==> config.mk <==
export PLATFORM = sky130hd
export DESIGN_NAME = bm3_queue
export DESIGN_NICKNAME = d
export VERILOG_FILES = /design/src/design/bm3_pkg.sv /design/src/design/bm3_queue.sv
export SDC_FILE = /design/constraint.sdc
export NUM_CORES = 1
export LEC_CHECK = 0
export BUFFER_PORTS_ARGS = -buffer_cell sky130_fd_sc_hd__buf_2
export CAP_MARGIN = 20
export CORE_MARGIN = 2
export CORE_UTILIZATION = 50
export DETAILED_ROUTE_END_ITERATION = 8
export PLACE_DENSITY = 0.71
export SYNTH_ARGS = -nofsm -noshare
export SYNTH_HDL_FRONTEND = slang
export SYNTH_SLANG_ARGS = --single-unit
export TNS_END_PERCENT = 10
==> constraint.sdc <==
create_clock -name clock -period 2.95 [get_ports clock]
set_input_delay 0.59 -clock clock [delete_from_list [all_inputs] [get_ports clock]]
set_output_delay 0.59 -clock clock [all_outputs]
set_load 0.01 [all_outputs]
==> src/design/bm3_pkg.sv <==
package bm3_pkg;

   // image limits and derived widths
   localparam int MAX_WIDTH  = 1024;
   localparam int MAX_HEIGHT = 1024;
   localparam int COL_W      = $clog2(MAX_WIDTH);
   localparam int ROW_W      = $clog2(MAX_HEIGHT);
   localparam int SIZE_W     = 11;
   localparam int AREA_W     = 2 * SIZE_W;
   localparam int PIX_W      = 8;

   // configuration port
   localparam int CSR_IDX_W  = 3;
   localparam int CSR_DATA_W = 11;

   // queue depths
   localparam int Q_DEPTH    = 4;
   localparam int Q_PTR_W    = $clog2(Q_DEPTH);
   localparam int Q_CNT_W    = Q_PTR_W + 1;
   localparam int OUT_DEPTH  = 4;
   localparam int OUT_PTR_W  = $clog2(OUT_DEPTH);
   localparam int OUT_CNT_W  = OUT_PTR_W + 1;

   // input command codes
   localparam logic CMD_PIXEL = 1'b0;
   localparam logic CMD_DRAIN = 1'b1;

   typedef enum logic [CSR_IDX_W-1:0] {
      CSR_IMAGE_WIDTH     = 3'd0,
      CSR_IMAGE_HEIGHT    = 3'd1,
      CSR_ERODE_MODE      = 3'd2,
      CSR_EIGHT_CONNECTED = 3'd3,
      CSR_BLACK_LEVEL     = 3'd4,
      CSR_WHITE_LEVEL     = 3'd5
   } csr_index_type;

   // effective configuration, sizes already clamped
   typedef struct packed {
      logic [SIZE_W-1:0] w;
      logic [COL_W-1:0]  w_m1;
      logic [ROW_W-1:0]  h_m1;
      logic              erode;
      logic              eight;
      logic [PIX_W-1:0]  black;
      logic [PIX_W-1:0]  white;
   } cfg_type;

   // classified item from front to back
   typedef struct packed {
      logic [PIX_W-1:0] pix;
      logic [COL_W-1:0] col;
      logic             emit;
      logic [COL_W-1:0] ecol;
      logic [ROW_W-1:0] erow;
      logic             last;
      logic             at_top;
      logic             at_bottom;
      logic             at_left;
      logic             at_right;
   } fe_item_type;

   // result item
   typedef struct packed {
      logic [PIX_W-1:0] pixel;
      logic [COL_W-1:0] col;
      logic [ROW_W-1:0] row;
      logic             last;
   } out_item_type;

   // back end occupancy
   typedef struct packed {
      logic [OUT_CNT_W-1:0] out_count;
      logic                 a_valid;
   } bk_status_type;

endpackage

==> src/design/bm3_queue.sv <==
module bm3_queue (
   input  logic                 clock,
   input  logic                 reset,
   input  logic                 push,
   input  bm3_pkg::fe_item_type push_item,
   output logic                 full,
   input  logic                 pop,
   output bm3_pkg::fe_item_type head,
   output logic                 empty
);
   import bm3_pkg::*;

   fe_item_type          mem_ff [Q_DEPTH];
   logic [Q_PTR_W-1:0]   wr_ff, wr_in, rd_ff, rd_in;
   logic [Q_CNT_W-1:0]   count_ff, count_in;
   logic                 do_push, do_pop;

   assign full    = (count_ff == Q_CNT_W'(Q_DEPTH));
   assign empty   = (count_ff == '0);
   assign head    = mem_ff[rd_ff];
   assign do_push = push && !full;
   assign do_pop  = pop && !empty;

   always_comb begin
      wr_in    = do_push ? wr_ff + 1'b1 : wr_ff;
      rd_in    = do_pop ? rd_ff + 1'b1 : rd_ff;
      count_in = count_ff + Q_CNT_W'(do_push) - Q_CNT_W'(do_pop);
   end

   always_ff @(posedge clock) begin
      if (do_push) begin
         mem_ff[wr_ff] <= push_item;
      end
      if (reset) begin
         wr_ff    <= '0;
         rd_ff    <= '0;
         count_ff <= '0;
      end else begin
         wr_ff    <= wr_in;
         rd_ff    <= rd_in;
         count_ff <= count_in;
      end
   end

endmodule

## Yosys cells after proc, flatten, opt, wreduce, memory -nomap -nowiden

Memory sizes are Yosys's and may differ from the RTL's. A register that Yosys moved wholly into a read port is not among the register bits.
Cells that the tools add are included.
W data, S select, Z words.

| cells by class | value |
|---|---|
| add/subtract/negate cells | 4 |
| multiply operators | 0 |
| div/mod/pow operators | 0 |
| order comparisons | 0 |
| equality and inequality tests | 1 |
| shift operators | 0 |
| multiplexer cells | 4 |
| bitwise logic cells | 0 |
| reductions and logical operators | 5 |

Operators with widths:

| operator | count |
|---|---|
| $add A2 B1 Y2 const B | 2 |
| $mux W2 | 2 |
| $add A3 B1 Y3 | 1 |
| $eq A3 B3 Y1 const B | 1 |
| $logic_not A3 Y1 | 1 |
| $sub A3 B1 Y3 | 1 |
| $logic_and A1 B1 Y1 | 2 |
| $logic_not A1 Y1 | 2 |
| $mux W1 | 2 |

| word-level totals | value |
|---|---|
| bits in registers | 7 |
| latch bits | 0 |
| memory bits (writable) | 176 |
| memory bits (read-only) | 0 |
| output and inout port bits | 46 |
| logic and storage cells | 18 |
| memories kept | 1 |

Memories:

| memory | depth | bits a word | read ports | clocked after Yosys merged registers in | write ports | RTL line | source |
|---|---|---|---|---|---|---|---|
| mem_ff | 4 | 44 | 1 | 1 | 1 | bm3_queue.sv:13 | `fe_item_type mem_ff [Q_DEPTH];` |

## Depth between registers and ports, before layout

| depth | value |
|---|---|
| depth after elaboration | 5 |
| depth in mapped cells | 10 |
| mapped depth without buffers | 10 |

## Least setup slack after synthesis

OpenSTA, ideal clock, no wires.

| timing path | value |
|---|---|
| path kind | in2reg |
| from | input port push |
| to | memory mem_ff[0][0] (netlist name), enable pin |
| library setup time | 406 ps |
| data arrival time | 1,913 ps |
| slack | 632 ps |
| stages | 3 |
| cells stage by stage | inv_1 -> nor2_2 -> and2_1 |

| on the way | value |
|---|---|
| longest elaborated chain between the ends | 3 |

Ends and longest elaborated chain:

| item | RTL line | source |
|---|---|---|
| start: declaration | bm3_queue.sv:4 | `input logic push,` |
| $logic_and A1 B1 Y1 | bm3_queue.sv:21 | `assign do_push = push && !full;` |
| $mux W1 | bm3_queue.sv:31 | `if (do_push) begin` |
| $mux W1 (implied by the code) | bm3_queue.sv:32 | `mem_ff[wr_ff] <= push_item;` |
| end: declaration | bm3_queue.sv:13 |  |

Every way passes these cells.

==> results by group <==
Cells and area
  • Area Overhead vs Synth: 19.2%
  • Most frequent cells in the layout: edfxtp_1 (176), buf_2 (93), mux4_2 (40)
  • Most common cell after layout, fill and taps aside: edfxtp_1
  • Layout Nets: 448
  • Reg area: 5470 µm²
  • Share of cells above drive strength 1: 44.3%
  • Final Cell Area: 8210 µm²
  • Fill cells: 963
  • Antenna Cells: 0
  • Footprint of the multi-input gates: 1280 µm²

CTS
  • Post-CTS Setup Bufs: 0
  • Clk sink count: 185
  • Hold-fix buffers, CTS: 0
  • Root buf cell: clkbuf_16
  • H-tree levels: 4
  • Max Buffers Root-to-Sink: 2
  • CTS tree: yes
  • CTS resizes: 0
  • Clock transition at path regs: 0.06 ns
  • Skew-Pair Late Insertion Delay: 0.42 ns
  • Total CTS buffers: 17

Timing
  • Final hold vios: 0
  • Final setup fails: 0
  • Min cycle time layout: 2.60 ns
  • Layout Skew: 0.00999 ns
  • Least-Margin Pin Slew: 0.530 ns
  • Fmax achieved: 385 MHz
  • RSZ-0062 raised after global routing: false
  • Fin crit share: 88.1%
  • Max-slew violations: 0
  • Total negative setup slack: 0 ns
  • Max-slew headroom: 64.6%

Die
  • I/O pin count: 94
  • Core Area: 13300 µm²
  • Die width: 121 µm
  • DIE AREA: 14700 µm²
  • FP Rows: 42
  • Starting density of the core: 51.6%
  • Chip height: 121 µm

Place
  • Port-buffer cells: 93
  • Post-DP HPWL: 6830 µm
  • RePlAce Congestion: 0.689
  • DP Area: 7600 µm²

Route
  • 1st-iter DRT viols: 161
  • Vias: 3063
  • Final WL: 11400 µm
  • Via/cell ratio: 5.28
  • First drt pass iteration count: 4
  • # DRC: 0
  • WL/cell: 19.6 µm
  • Final ANT Viol Nets: 0

Logic synthesis
  • Post-synth EDFFs: 176
  • Ys flop type: edfxtp_1
  • Synth Warn #: 0
  • Syn nets: 336
  • Post-synth ARST share: 0%
  • Yosys reg bits: 185
  • Distinct cells, synth: 27
  • Synthesized instance count: 281
  • XOR/XNOR Fraction of Synth Area: 0.381%
  • Post-synthesis sequential area ratio: 79.3%
  • Mux share of post-synthesis cell area: 14.7%
  • Compound-Gate Fraction of Synth Area: 0.472%
  • Mapped Avg Cell Area: 24.5 µm²
  • Simple-gate area share of the yosys netlist: 1.54%
  • Largest family of logic cells by synthesized area: multiplexers
  • Synth Cell Area: 6890 µm²
  • Post-Synth Adder-Cell Area: 1.38%

Worst setup path
  • CP Data Required Time: 2.36 ns
  • WS Path Type: reg -> out
  • Worst EP arrival: 2.01 ns
  • Slowest CP cell: dfxtp_4
  • Crit Path Max Fanout: 19
  • Reg2reg start: count_ff[1]$_SDFF_PP0_
  • Slowest Stage Delay on Critical Path: 0.56 ns
  • FF-to-FF path depth: 10
  • CP endpoint kind: output pin
  • Startpoint class of the critical path: register
  • CP cell instances: buf_4, mux4_1, buf_2

GRT
  • Largest net degree at the start of global routing: 45
  • GRT Total Usage: 16.7%
  • Global-route wire length before repair: 17500 µm
  • Overflow after GRT: 0
  • Vias in the first global route: 3246
  • Antenna violations before repair: 0

Pwr
  • Lkg Pwr: 2.82 nW
  • Pwr Density: 866 nW/µm²
  • Final Total Pwr: 7.11 mW
  • Largest vdd supply drop: 0.450 mV

Run status
  • Outcome: finished, final reports clean

Run
  • Max-cap violations: 0

Worst hold path
  • Hold Startpoint: push_item[30]
  • Hold Path Depth: 1
  • Hold crit path type: in -> reg
==> final timing paths <==
check	to	slack (ns)
worst max-delay path	head[39]	0.35
worst min-delay path	mem_ff[2][30]$_DFFE_PP_	0.38
worst max register to register	count_ff[2]$_SDFF_PP0_	0.78
worst min register to register	register	0.49
==> stage by stage <==
step / instances / utilization [%] / setup slack [ns] / hold slack, ns
floorplan: 281 / - / 0.632 / 0.459
global placement: 550 / 56.9 / 0.656 / 0.466
detailed placement: 550 / 56.9 / 0.584 / 0.489
CTS: 580 / 61.5 / 0.274 / 0.357
global route: 580 / 61.5 / 0.203 / 0.362
finish: 580 / 61.5 / 0.352 / 0.378
==> metal layers <==
metal / global-route usage, % / vias up / part of all wire (%)
li1: - / 1394 / -
met1: 21.3 / 1590 / 43
met2: 26.5 / 70 / 51
met3: 5.50 / 9 / 5.3
met4: 6.68 / 0 / 1.4
met5: 0 / - / 0
==> worst max-delay path, delay by kind of cell (launching register included) <==
| kind | cells | cell delay (ns) |
|---|---|---|
| multiplexers | 1 | 0.56 |
| buffers and inverters | 2 | 0.46 |
| flip-flops | 1 | 0.56 |
==> where the power goes <==
group / total, mW / internal [mW] / switching (mW)
combinational: 1.46 / 0.754 / 0.709
clock: 2.36 / 1.49 / 0.872
sequential: 3.29 / 3.16 / 0.133
==> sequential cells by signal (all words and copies together) (netlist names), named ones only <==
signal    count
mem_ff      176
rd_ff         2
count_ff      3
wr_ff         2
==> synthesized netlist by cell type, types with 2 or more instances <==
library cell,instances,area share (%)
a21oi_1,2,0.15
and2_1,4,0.36
buf_12,4,1.2
buf_2,4,0.29
dfxtp_1,9,2.6
edfxtp_1,176,77
ha_1,6,1.1
inv_1,8,0.44
mux4_1,4,1.5
mux4_2,40,13
nand2b_1,2,0.18
nor2_1,3,0.16
nor2b_1,2,0.18
o21ai_0,2,0.15
or3_1,2,0.18
xnor2_1,2,0.25
==> cell type report <==
| class | instances | share of cell area [%] |
|---|---|---|
| clock buffers | 20 | 5.32 |
| multi-input cells | 77 | 15.6 |
| flip-flops and latches | 185 | 66.6 |
| inverters | 8 | 0.366 |
| well taps | 176 | 2.68 |
| repair buffers | 104 | 7.28 |
| clock inverters | 10 | 2.15 |
==> cells by family (layout without fill, tap and decap cells) <==
group	Yosys count	count (layout)
flip-flops	185	185
multiplexers	45	45
buffers and inverters	19	142
AND/OR/NAND/NOR	17	17
adder cells (fa/ha/maj)	7	7
AO/OA/AOI/OAI	5	5
XOR/XNOR	3	3
Power figures use the tool's default switching activity.
