==> config.mk <==
export PLATFORM = sky130hd
export DESIGN_NAME = bm3_front
export DESIGN_NICKNAME = d
export VERILOG_FILES = /design/src/design/bm3_pkg.sv /design/src/design/bm3_front.sv
export SDC_FILE = /design/constraint.sdc
export NUM_CORES = 1
export LEC_CHECK = 0
export ABC_AREA = 0
export BUFFER_PORTS_ARGS = -buffer_cell sky130_fd_sc_hd__buf_2
export CAP_MARGIN = 20
export CORE_MARGIN = 2
export CORE_UTILIZATION = 40
export CTS_BUF_LIST = sky130_fd_sc_hd__clkbuf_4 sky130_fd_sc_hd__clkbuf_8
export DETAILED_ROUTE_END_ITERATION = 6
export PLACE_DENSITY = 0.61
export SYNTH_ARGS = -nofsm -noshare
export SYNTH_HDL_FRONTEND = slang
export SYNTH_SLANG_ARGS = --single-unit
==> constraint.sdc <==
create_clock -name clock -period 11.6 [get_ports clock]
set_clock_uncertainty 0.05 [all_clocks]
set_input_delay 1.74 -clock clock [delete_from_list [all_inputs] [get_ports clock]]
set_output_delay 1.74 -clock clock [all_outputs]
set_load 0.01 [all_outputs]
==> src/design/bm3_pkg.sv <==
package bm3_pkg;

   // image limits and derived widths
   localparam int MAX_WIDTH  = 1024;
   localparam int MAX_HEIGHT = 1024;
   localparam int COL_W      = $clog2(MAX_WIDTH);
   localparam int ROW_W      = $clog2(MAX_HEIGHT);
   localparam int SIZE_W     = 11;
   localparam int AREA_W     = 2 * SIZE_W;
   localparam int PIX_W      = 8;

   // configuration port
   localparam int CSR_IDX_W  = 3;
   localparam int CSR_DATA_W = 11;

   // queue depths
   localparam int Q_DEPTH    = 4;
   localparam int Q_PTR_W    = $clog2(Q_DEPTH);
   localparam int Q_CNT_W    = Q_PTR_W + 1;
   localparam int OUT_DEPTH  = 4;
   localparam int OUT_PTR_W  = $clog2(OUT_DEPTH);
   localparam int OUT_CNT_W  = OUT_PTR_W + 1;

   // input command codes
   localparam logic CMD_PIXEL = 1'b0;
   localparam logic CMD_DRAIN = 1'b1;

   typedef enum logic [CSR_IDX_W-1:0] {
      CSR_IMAGE_WIDTH     = 3'd0,
      CSR_IMAGE_HEIGHT    = 3'd1,
      CSR_ERODE_MODE      = 3'd2,
      CSR_EIGHT_CONNECTED = 3'd3,
      CSR_BLACK_LEVEL     = 3'd4,
      CSR_WHITE_LEVEL     = 3'd5
   } csr_index_type;

   // effective configuration, sizes already clamped
   typedef struct packed {
      logic [SIZE_W-1:0] w;
      logic [COL_W-1:0]  w_m1;
      logic [ROW_W-1:0]  h_m1;
      logic              erode;
      logic              eight;
      logic [PIX_W-1:0]  black;
      logic [PIX_W-1:0]  white;
   } cfg_type;

   // classified item from front to back
   typedef struct packed {
      logic [PIX_W-1:0] pix;
      logic [COL_W-1:0] col;
      logic             emit;
      logic [COL_W-1:0] ecol;
      logic [ROW_W-1:0] erow;
      logic             last;
      logic             at_top;
      logic             at_bottom;
      logic             at_left;
      logic             at_right;
   } fe_item_type;

   // result item
   typedef struct packed {
      logic [PIX_W-1:0] pixel;
      logic [COL_W-1:0] col;
      logic [ROW_W-1:0] row;
      logic             last;
   } out_item_type;

   // back end occupancy
   typedef struct packed {
      logic [OUT_CNT_W-1:0] out_count;
      logic                 a_valid;
   } bk_status_type;

endpackage

==> src/design/bm3_front.sv <==
module bm3_front (
   input  logic                         clock,
   input  logic                         reset,
   input  logic                         clear,
   input  bm3_pkg::cfg_type             cfg,
   input  logic [bm3_pkg::AREA_W-1:0]   wh,
   input  logic                         req_push,
   input  logic                         req_command,
   input  logic [bm3_pkg::PIX_W-1:0]    req_pixel_in,
   output logic                         req_full,
   output logic                         q_push,
   output bm3_pkg::fe_item_type         q_item,
   input  logic                         q_full
);
   import bm3_pkg::*;

   logic [COL_W-1:0]  in_col_ff, in_col_in;
   logic [ROW_W-1:0]  in_row_ff, in_row_in;
   logic [COL_W-1:0]  emit_col_ff, emit_col_in;
   logic [ROW_W-1:0]  emit_row_ff, emit_row_in;
   logic [SIZE_W-1:0] fill_ff, fill_in;
   logic [AREA_W-1:0] done_ff, done_in;
   logic              accept, drain, drain_ok, take, emit, last;

   assign accept   = req_push && !q_full;
   assign req_full = q_full;
   assign drain    = (req_command == CMD_DRAIN);

   // drain counts only once the whole frame of the next output is in
   assign drain_ok = (fill_ff != '0) &&
                     ((AREA_W'(fill_ff) + done_ff) >= wh);
   assign take     = !drain || drain_ok;
   assign emit     = fill_ff > cfg.w;
   assign last     = (emit_row_ff == cfg.h_m1) && (emit_col_ff == cfg.w_m1);

   // classified item
   always_comb begin
      q_item.pix       = drain ? '0 : req_pixel_in;
      q_item.col       = in_col_ff;
      q_item.emit      = emit;
      q_item.ecol      = emit_col_ff;
      q_item.erow      = emit_row_ff;
      q_item.last      = last;
      q_item.at_top    = (emit_row_ff == '0);
      q_item.at_bottom = (emit_row_ff == cfg.h_m1);
      q_item.at_left   = (emit_col_ff == '0);
      q_item.at_right  = (emit_col_ff == cfg.w_m1);
   end
   assign q_push = accept && take;

   // position and fill tracking
   always_comb begin
      in_col_in   = in_col_ff;
      in_row_in   = in_row_ff;
      emit_col_in = emit_col_ff;
      emit_row_in = emit_row_ff;
      fill_in     = fill_ff;
      done_in     = done_ff;
      if (clear) begin
         in_col_in   = '0;
         in_row_in   = '0;
         emit_col_in = '0;
         emit_row_in = '0;
         fill_in     = '0;
         done_in     = '0;
      end else if (q_push) begin
         if (in_col_ff == cfg.w_m1) begin
            in_col_in = '0;
            in_row_in = (in_row_ff == cfg.h_m1) ? '0 : in_row_ff + 1'b1;
         end else begin
            in_col_in = in_col_ff + 1'b1;
         end
         fill_in = emit ? cfg.w + 1'b1 : fill_ff + 1'b1;
         if (emit) begin
            if (emit_col_ff == cfg.w_m1) begin
               emit_col_in = '0;
               emit_row_in = (emit_row_ff == cfg.h_m1) ? '0 : emit_row_ff + 1'b1;
            end else begin
               emit_col_in = emit_col_ff + 1'b1;
            end
            done_in = last ? '0 : done_ff + 1'b1;
            // a drain that ends the frame restarts the stream
            if (drain && last) begin
               in_col_in   = '0;
               in_row_in   = '0;
               emit_col_in = '0;
               emit_row_in = '0;
               fill_in     = '0;
               done_in     = '0;
            end
         end
      end
   end

   always_ff @(posedge clock) begin
      if (reset) begin
         in_col_ff   <= '0;
         in_row_ff   <= '0;
         emit_col_ff <= '0;
         emit_row_ff <= '0;
         fill_ff     <= '0;
         done_ff     <= '0;
      end else begin
         in_col_ff   <= in_col_in;
         in_row_ff   <= in_row_in;
         emit_col_ff <= emit_col_in;
         emit_row_ff <= emit_row_in;
         fill_ff     <= fill_in;
         done_ff     <= done_in;
      end
   end

endmodule

Word level (Yosys, flattened, before mapping)
Cells that the tools add are included.
Widths: inputs -> output; s select.
Word-level totals
  register bits: 63
  bits of input ports: 85
  output and inout bits: 46
  word-level logic and storage cells: 46
Operators by class
  $add $sub $neg: 7
  magnitude comparators: 2
  equality and inequality tests: 3
  mux-type cells: 14
  reduce and logical (&&, ||, !) cells: 15
Operators by type and width (count)
  $mux 10: 8
  $mux 22: 2
  $mux 11: 3
  $add 10x1->10 const B: 3
  $eq 10x10->1: 3
  $add 11x1->11 const B: 2
  $add 11x22->22: 1
  $add 22x1->22 const B: 1
  $ge 22x22->1: 1
  $logic_not 10->1: 2
  $gt 11x11->1: 1
  $reduce_bool 11->1: 1
  $mux 8: 1
  $logic_and 1x1->1: 5
  $reduce_and 3->1: 1
  $logic_not 1->1: 2
  $reduce_and 2->1: 1
  $reduce_bool 2->1: 1
  $reduce_or 2->1: 1
  $logic_or 1x1->1: 1

Longest topological paths before layout
Gate-level depths: netlist of the first run.
  depth in word-level cells: 6
  gate-level depth with buffers: 22
  depth with buffers taken out: 18

Worst setup path before layout of the first run
OpenSTA, ideal clock, no wires.
  kind: reg2out
  start: register fill_ff[0]
  end: output q_push
  data arrival time: 3.624 ns
  required time: 9.810 ns
  setup slack: 6.186 ns
  cell stages (with the launch flop): 18
  path buffers: 2
  cell sequence: dfxtp_1 -> ha_1 -> fa_1 -> a21o_1 -> a21oi_1 -> o21ai_1 -> a31oi_1 -> o21ai_1 -> clkbuf_1 -> or4_1 -> nand3_1 -> ha_1 -> nand4_1 -> a21oi_1 -> o41a_1 -> a31oi_1 -> inv_2 -> clkbuf_1
Between the ends
  word-level cells in the longest chain between the ends: 5
  elaborated cells between the ends (all ways): 6
  classes of those cells: 1 x add/sub; 1 x order compare; 4 x reduce/logical
Ends and longest elaborated chain
  start: declaration: line bm3_front.sv:21  | logic [SIZE_W-1:0] fill_ff, fill_in;
  start signal: assignment: line bm3_front.sv:108  | fill_ff <= fill_in;
  $add 11x22->22: line bm3_front.sv:31  | ((AREA_W'(fill_ff) + done_ff) >= wh);
  $ge 22x22->1: line bm3_front.sv:31
  $logic_and 1x1->1 (*): line bm3_front.sv:30  | assign drain_ok = (fill_ff != '0) &&
  $logic_or 1x1->1 (*): line bm3_front.sv:32  | assign take = !drain || drain_ok;
  $logic_and 1x1->1 (*): line bm3_front.sv:49  | assign q_push = accept && take;
  end: declaration: line bm3_front.sv:11  | output logic q_push,
Every way passes the cells marked *; elsewhere a longest branch is shown, timed or not.

Final worst setup path of the first run
  start: register fill_ff[1]
  end: output q_push
Same word-level chain as after synthesis.

==> summary.md, run 1 <==
| Metric | Value |
|---|---|
| Status | `finished clean` |
| Post-route insts no fill | `1022` |
| Setup Fix Bufs, Post-CTS | `0` |
| RSZ-0062 raised after global routing | `false` |
| Sw frac | `22.6%` |
| Avg WL per Cell | `approximately 14 µm` |
| Crit-path cells | `ha_1 -> a21o_1 -> a21oi_1 -> o2111ai_1 -> a21o_1 -> o41ai_2 -> nor2_1 -> xor2_1 -> ha_1 -> a21o_1 -> nand3_1 -> a21oi_1 -> o41a_1 -> a31oi_4 -> inv_2 -> buf_2` |
| Critical path capture point type | `output port` |
| Post_cts resized | `0` |
| Fin crit period | `~6700 ps` |
| All-Layer GR Usage | `about a fifth` |
| Combinational power share | `9.2%` |
| Critical Path AT | `between 4000 and 5000 ps` |
| Final WL | `between 10000 and 15000 µm` |
| Synth cell types | `between 60 and 70` |
| Hpwl dp | `between 10000 and 15000 µm` |
| Share of power burned in registers | `around 45%` |
| Drt first pass iters | `5` |
| CORE AREA | `0.0139 mm²` |
| Die area | `approximately 0.015 mm²` |
| Slew Limit Headroom | `27.7%` |
| R2R cell count | `17` |
| DRC viols | `0` |
| Syn Nets | `898` |
| Cell Area, Synth | `approximately 0.0057 mm²` |
| H-tree depth | `3` |
| Critical path's slowest cell | `o41ai_2` |
| Crit-path max FO | `20` |
| Max_cap viols | `0` |
| Fin. Hold Viols | `0` |
| Post-synth EDFFs | `0` |
| Seq/Total Area, Yosys | `between 20% and 30%` |
| TritonCTS clock tree | `built` |
| Worst hold path type | `flip-flop to flip-flop` |
| Antenna violations before repair | `0` |
| Site Rows | `43` |
| Maximum VDD drop | `between 0.05 and 0.06 mV` |
| Crit Path Category | `flip-flop to output port` |
| Layout area overhead | `14.2%` |
| CTS buffer count | `9` |
| Reg clk slew, reported paths | `around 70 ps` |
| Clk network pwr share | `between 40 and 50%` |
| DR vias | `~5800` |
| CP max stage delay | `around 560 ps` |
| Most frequently used flop master after synthesis | `dfxtp_1` |
| Drt initial violations | `318` |
| Place WS | `about 5200 ps` |
| Initial Util | `about two fifths` |
| Vias in the first global route | `roughly 5000` |
| Nets | `about 1000` |
| Critical Path Start Type | `flip-flop` |
| PnR Total Power | `0.000482 W` |
| PortBufs | `around 110` |
| Yosys reg bits | `63` |
| FFs w/ async S/R, synth | `0%` |
| WP data required | `a little under 10000 ps` |
| GRT overflow | `0` |
| Hold path cells | `2` |
| Placed insts | `about 1000` |
| Pin count of the biggest net entering global routing | `84` |
| First-pass GRT wire length | `between 20000 and 25000 µm` |
| Worst r2r src | `fill_ff[1]` |
| Slew @ Worst Pin | `between 1000 and 1500 ps` |
| Syn Area/Cell | `approximately 7.5 µm²` |
| # diodes | `0` |
| Via density | `approximately 5.6` |
| Hold Path Origin | `done_ff[21]` |
| Final setup margin | `4900 ps` |
| PwrDens | `74.1 mW/mm²` |
| Pint | `0.000373 W` |
| Reg2reg setup slack | `approximately 6000 ps` |
| Final setup violation count | `0` |
| I/O pins | `131` |
| ANT nets after route | `0` |
| Mapped Cells | `about 760` |
| # clock sinks | `63` |
| Clock buffer depth | `2` |
| Die Y-Extent | `~120 µm` |
| Synth Warn # | `0` |
| Hold-fix buffer count after cts | `0` |
| Cell repeated most along the worst path | `a21o_1` |
| Final Cycle Share | `57.8%` |
| RR Endpoint | `emit_row_ff[5]` |
| Worst-skew pair later-pin latency | `330 ps` |
| Setup_tns | `0 ps` |
| Fmax | `0.149 GHz` |
| Static Leak | `approximately 2.8 nW` |
| Sw Pwr | `~0.00011 W` |
| Ratio of cells with drive above 1 in the final layout | `between 10% and 20%` |
| CTS root buffer | `clkbuf_8` |
| GPL Wtd Cong | `about 0.83` |
| Max-slew violations | `0` |
| Die X | `roughly 120 µm` |
| WHS Endpoint | `done_ff[21]` |
[routing by layer]
metal	vias up	track usage [%]	part of all wire (%)
met2	130	32.3	46
met3	9	2.12	4.3
met5	-	0	0
met4	0	4.97	0.75
li1	2962	-	-
met1	2649	27.4	49
[critical path, delay by kind of cell (launching register included)]
family,cells,cell delay [ps]
buf+inv,2,550
simple gates,2,200
flops,1,550
fa+ha+maj,2,590
xor+xnor,1,170
compound gates,9,2500
[synth_stat cells, types with 2 or more instances]
cell type  instances  area share (%)
nand3b_1           5            0.66
or3_1             25             2.7
buf_4             10             1.3
o21ai_0           28             2.5
nand4b_1           2            0.31
buf_1              2            0.13
o21ai_1           16             1.4
dfxtp_1           63              22
mux2_1             2            0.40
o21ba_1            2            0.35
buf_2             15             1.3
a21oi_1           78             6.9
o2111ai_1          2            0.31
a21o_1             9             1.2
nor2b_1           14             1.5
o211a_1            3            0.53
clkbuf_1          23             1.5
o211ai_1           6            0.79
inv_1             52             3.4
o31ai_1           18             2.4
inv_2              3            0.20
nor3b_1            2            0.26
or4_1             25             3.3
and2_1             5            0.55
and3_1            20             2.2
or2_2              3            0.33
ha_1              51              11
o22ai_1            5            0.55
o41ai_1            2            0.31
nor4_1            15             1.6
mux2i_1            6             1.1
o21a_1             2            0.26
nor3_1            15             1.3
nand2_1           48             3.2
nor2_1            30             2.0
a31oi_1            8            0.88
xor2_1            18             2.8
nand3_1           29             2.5
a311oi_1           2            0.31
nand4_1           43             4.7
xnor2_1           34             5.2
[cell usage in the layout (no fill, tap or decap), types with 3 or more instances in the layout]
master and count:
buf_2 112, a21oi_1 78, dfxtp_1 63, inv_1 52
ha_1 51, nand2_1 48, nand4_1 43, xnor2_1 34
nor2_1 30, nand3_1 29, o21ai_0 28, or4_1 25
or3_1 25, and3_1 20, xor2_1 18, o31ai_1 18
o21ai_1 16, nor4_1 15, nor3_1 15, nor2b_1 14
clkbuf_8 11, a21o_1 9, a31oi_1 7, o211ai_1 6
mux2i_1 6, and2_1 5, nand3b_1 5, o22ai_1 5
inv_2 3, o211a_1 3, or2_2 3, buf_4 3
[cell families (layout without fill, tap and decap cells)]
logic type               count (synthesis)  count (layout)  share of synthesized area (%)
AND/OR/NAND/NOR                        288             288                           28.3
AO/OA/AOI/OAI                          193             193                           20.6
buffers and inverters                  105             186                           7.91
flip-flops                              63              63                           22.1
adder cells (fa/ha/maj)                 52              52                           11.6
XOR/XNOR                                52              52                           7.99
multiplexers                             8               8                           1.45
[worst max-delay path by stage]
stage / to / slack [ps] / start
2_1_floorplan: q_push / 6190 / fill_ff[0]
3_3_place_gp: q_push / 5190 / fill_ff[1]
3_5_place_dp: q_push / 5200 / fill_ff[1]
4_1_cts: q_push / 4820 / fill_ff[1]
5_1_grt: q_push / 4440 / fill_ff[1]
6_report: q_push / 4900 / fill_ff[1]
[per-stage QoR]
| stage | instance area [µm²] | util, % | hold slack, ps |
|---|---|---|---|
| floorplan | 5700 | - | 408 |
| global placement | 6280 | 45.2 | 426 |
| detailed placement | 6280 | 45.2 | 430 |
| CTS | 6510 | 46.9 | 437 |
| global route | 6510 | 46.9 | 468 |
| finish | 6510 | 46.9 | 448 |
[state kept, by name, summed over array words and instances (netlist names)]
register	count
emit_row_ff	10
in_col_ff	10
done_ff	22
fill_ff	11
emit_col_ff	10
[power groups by stage]
stage / clock network, W / registers [W] / logic, W
final: 0.000221 / 0.000217 / 0.0000443
after global routing: 0.000236 / 0.000216 / 0.0000504
after CTS: 0.000226 / 0.000216 / 0.0000451
after detailed placement: 0 / 0.000221 / 0.0000449
after global placement: 0 / 0.000221 / 0.0000448
after floorplan: 0 / 0.000221 / 0.0000250
[final cells by class]
| cell class | instances | area (µm²) |
|---|---|---|
| multi-input combinational | 593 | 4000 |
| clock buffer | 13 | 166 |
| clock inverter | 3 | 65.1 |
| fill | 1448 | 7370 |
| timing repair buffer | 115 | 583 |
| tap | 180 | 225 |
| sequential | 63 | 1260 |
| inverter | 55 | 206 |
(Power assumes the default switching activity.)
==> run 2: changes to the inputs <==
==> constraint.sdc (replaced) <==
create_clock -name clock -period 6.8 [get_ports clock]
set_clock_uncertainty 0.05 [all_clocks]
set_input_delay 1.02 -clock clock [delete_from_list [all_inputs] [get_ports clock]]
set_output_delay 1.02 -clock clock [all_outputs]
set_load 0.01 [all_outputs]
==> run 2 against run 1 <==
Net effect:
- wire length increased by 1.7%
- global-route usage increased by 0.24 points
- critical path depth unchanged
- largest cell class unchanged
==> summary.md, run 2 (synthesized netlist as in run 1, its figures left out) <==
| Metric | Value |
|---|---|
| Placed insts | `1006 (unchanged)` |
| Nets | `974 (unchanged)` |
| Crit-path max FO | `19 (-5.0%)` |
| Max-slew violations | `0 (unchanged)` |
| Hpwl dp | `10800 µm (+0.17%)` |
| WHS | `441 ps (-7.69 ps)` |
| Critical path capture point type | `output port` |
| Slew Limit Headroom | `28.6% (+0.92 points)` |
| Site Rows | `43 (unchanged)` |
| Most common cell after layout, fill and taps aside | `buf_2` |
| Critical Path Start Type | `flip-flop` |
| Largest regs | `done_ff x22, fill_ff x11` |
| Pin count of the biggest net entering global routing | `102 (+21%)` |
| H-tree depth | `3 (unchanged)` |
| PnR Total Power | `0.000761 W (+58%)` |
| First-pass GRT wire length | `24700 µm (+1.4%)` |
| Fmax | `between 0.15 and 0.2 GHz` |
| Worst-skew pair later-pin latency | `330 ps (about the same)` |
| Max FFs per register | `22 (unchanged)` |
| Fin crit period | `approximately 5600 ps` |
| Fin. Hold Viols | `0 (unchanged)` |
| Die X | `123 µm (unchanged)` |
| Maximum VDD drop | `0.103 mV (+84%)` |
| Final setup violation count | `0 (unchanged)` |
| Ratio of cells with drive above 1 in the final layout | `16.5% (-0.20 points)` |
| Post-route insts no fill | `1020 (-0.20%)` |
| Final Cycle Share | `between 80 and 90%` |
| TritonCTS clock tree | `built` |
| Reg clk slew, reported paths | `70 ps (about the same)` |
| CP max stage delay | `570 ps (about the same)` |
| CTS root buffer | `clkbuf_8` |
| GRT overflow | `0 (unchanged)` |
| Setup Fix Bufs, Post-CTS | `0 (unchanged)` |
| Clock buffer depth | `2 (unchanged)` |
| RSZ-0062 raised after global routing | `false` |
| Slew @ Worst Pin | `1070 ps (-13.8 ps)` |
| PortBufs | `112 (unchanged)` |
| # clock sinks | `63 (unchanged)` |
| Post_cts resized | `0 (unchanged)` |
| ANT nets after route | `0 (unchanged)` |
| Core Util, Final | `46.5% (-0.33 points)` |
| Critical Path AT | `4500 ps (-410 ps)` |
| Static Leak | `2.73 nW (-0.96%)` |
| Worst Path Buf+Inv | `2 (unchanged)` |
| DRC viols | `0 (unchanged)` |
| Die area | `0.0152 mm² (unchanged)` |
| Die Y-Extent | `123 µm (unchanged)` |
| Drt initial violations | `356 (+12%)` |
| Setup_tns | `0 ps (unchanged)` |
| Critical path's slowest cell | `o41ai_2` |
| Layout area overhead | `13.4%` |
| Top delay family on crit path | `compound AO/OA/AOI/OAI gates` |
| CTS buffer count | `9 (unchanged)` |
| PwrDens | `118 mW/mm² (+59%)` |
| All-Layer GR Usage | `19.9% (+0.24 points)` |
| Hold-fix buffer count after cts | `0 (unchanged)` |
| Status | `finished clean` |
| Vias in the first global route | `5253 (+2.7%)` |
| Drt first pass iters | `4 (-1)` |
| DR vias | `5711 (-0.68%)` |
| Via density | `5.60 (-0.48%)` |
| Crit-path cells | `ha_1 -> a21o_1 -> a21oi_1 -> o2111ai_1 -> a21o_1 -> o41ai_2 -> nor2_1 -> xor2_1 -> ha_1 -> a21o_1 -> nand3_1 -> a21oi_1 -> o41a_1 -> a31oi_4 -> inv_2 -> buf_2` |
| Most frequent cells in the layout | `buf_2 (112), a21oi_1 (78), dfxtp_1 (63)` |
| I/O pins | `131 (unchanged)` |
| WP data required | `5730 ps (-4080 ps)` |
| Worst hold path type | `flip-flop to flip-flop` |
| Cell repeated most along the worst path | `a21o_1` |
| Crit Path Category | `flip-flop to output port` |
| Max_cap viols | `0 (unchanged)` |
| CORE AREA | `0.0139 mm² (unchanged)` |
| Most flop-heavy register | `done_ff` |
| Initial Util | `41.0% (unchanged)` |
| Final WL | `15000 µm (+1.7%)` |
| GPL Wtd Cong | `0.833 (-0.16%)` |
| Antenna violations before repair | `0 (unchanged)` |
| # diodes | `0 (unchanged)` |
| Avg WL per Cell | `14.7 µm (+1.9%)` |
## run 2: power breakdown
part           switching (W)  total (W)  internal [W]
registers        0.000000358   0.000369      0.000369
logic              0.0000435  0.0000768     0.0000333
clock network       0.000141   0.000315      0.000174
total               0.000185   0.000761      0.000576
## run 2: area by class of cell
type                       count  area [µm²]
sequential                    63        1260
clock buffer                  10         138
fill                        1467        7420
timing repair buffer         115         583
tap                          180         225
clock inverter                 4        47.5
multi-input combinational    593        4000
inverter                      55         206
## run 2: worst paths after layout
| check | cells after the start | from | end | slack (ps) |
|---|---|---|---|---|
| min | 2 | done_ff[21] | done_ff[21] | 440 |
| max | 16 | fill_ff[1] | q_push | 1230 |
| max reg2reg | 17 | fill_ff[1] | emit_col_ff[9] | 1490 |
| min reg2reg | 2 | done_ff[21] | done_ff[21] | 440 |
## run 2: metal layers
metal,global-route usage [%],routed length (µm)
met5,0,0
met1,26.7,7150
met2,33.8,7070
met3,2.49,646
met4,4.90,140
## run 2: worst register-to-register path: stages (launching register included)
cell       delay (ps)
dfxtp_1           540
ha_1              300
a21o_1            170
a21oi_1           250
o2111ai_1         170
a21o_1            200
o41ai_2           570
nor2_1            130
xor2_1            170
ha_1              290
a21o_1            180
nand3_1            70
a21oi_1            80
o41a_1            410
a31oi_4           200
buf_4             730
o31ai_1           420
o21ba_1           320
## run 2: per-stage QoR
stage,setup slack (ps),area (µm²)
6_report,1230,6460
5_1_grt,901,6460
4_1_cts,1150,6460
3_5_place_dp,1550,6280
3_3_place_gp,1540,6280
2_1_floorplan,2110,5700
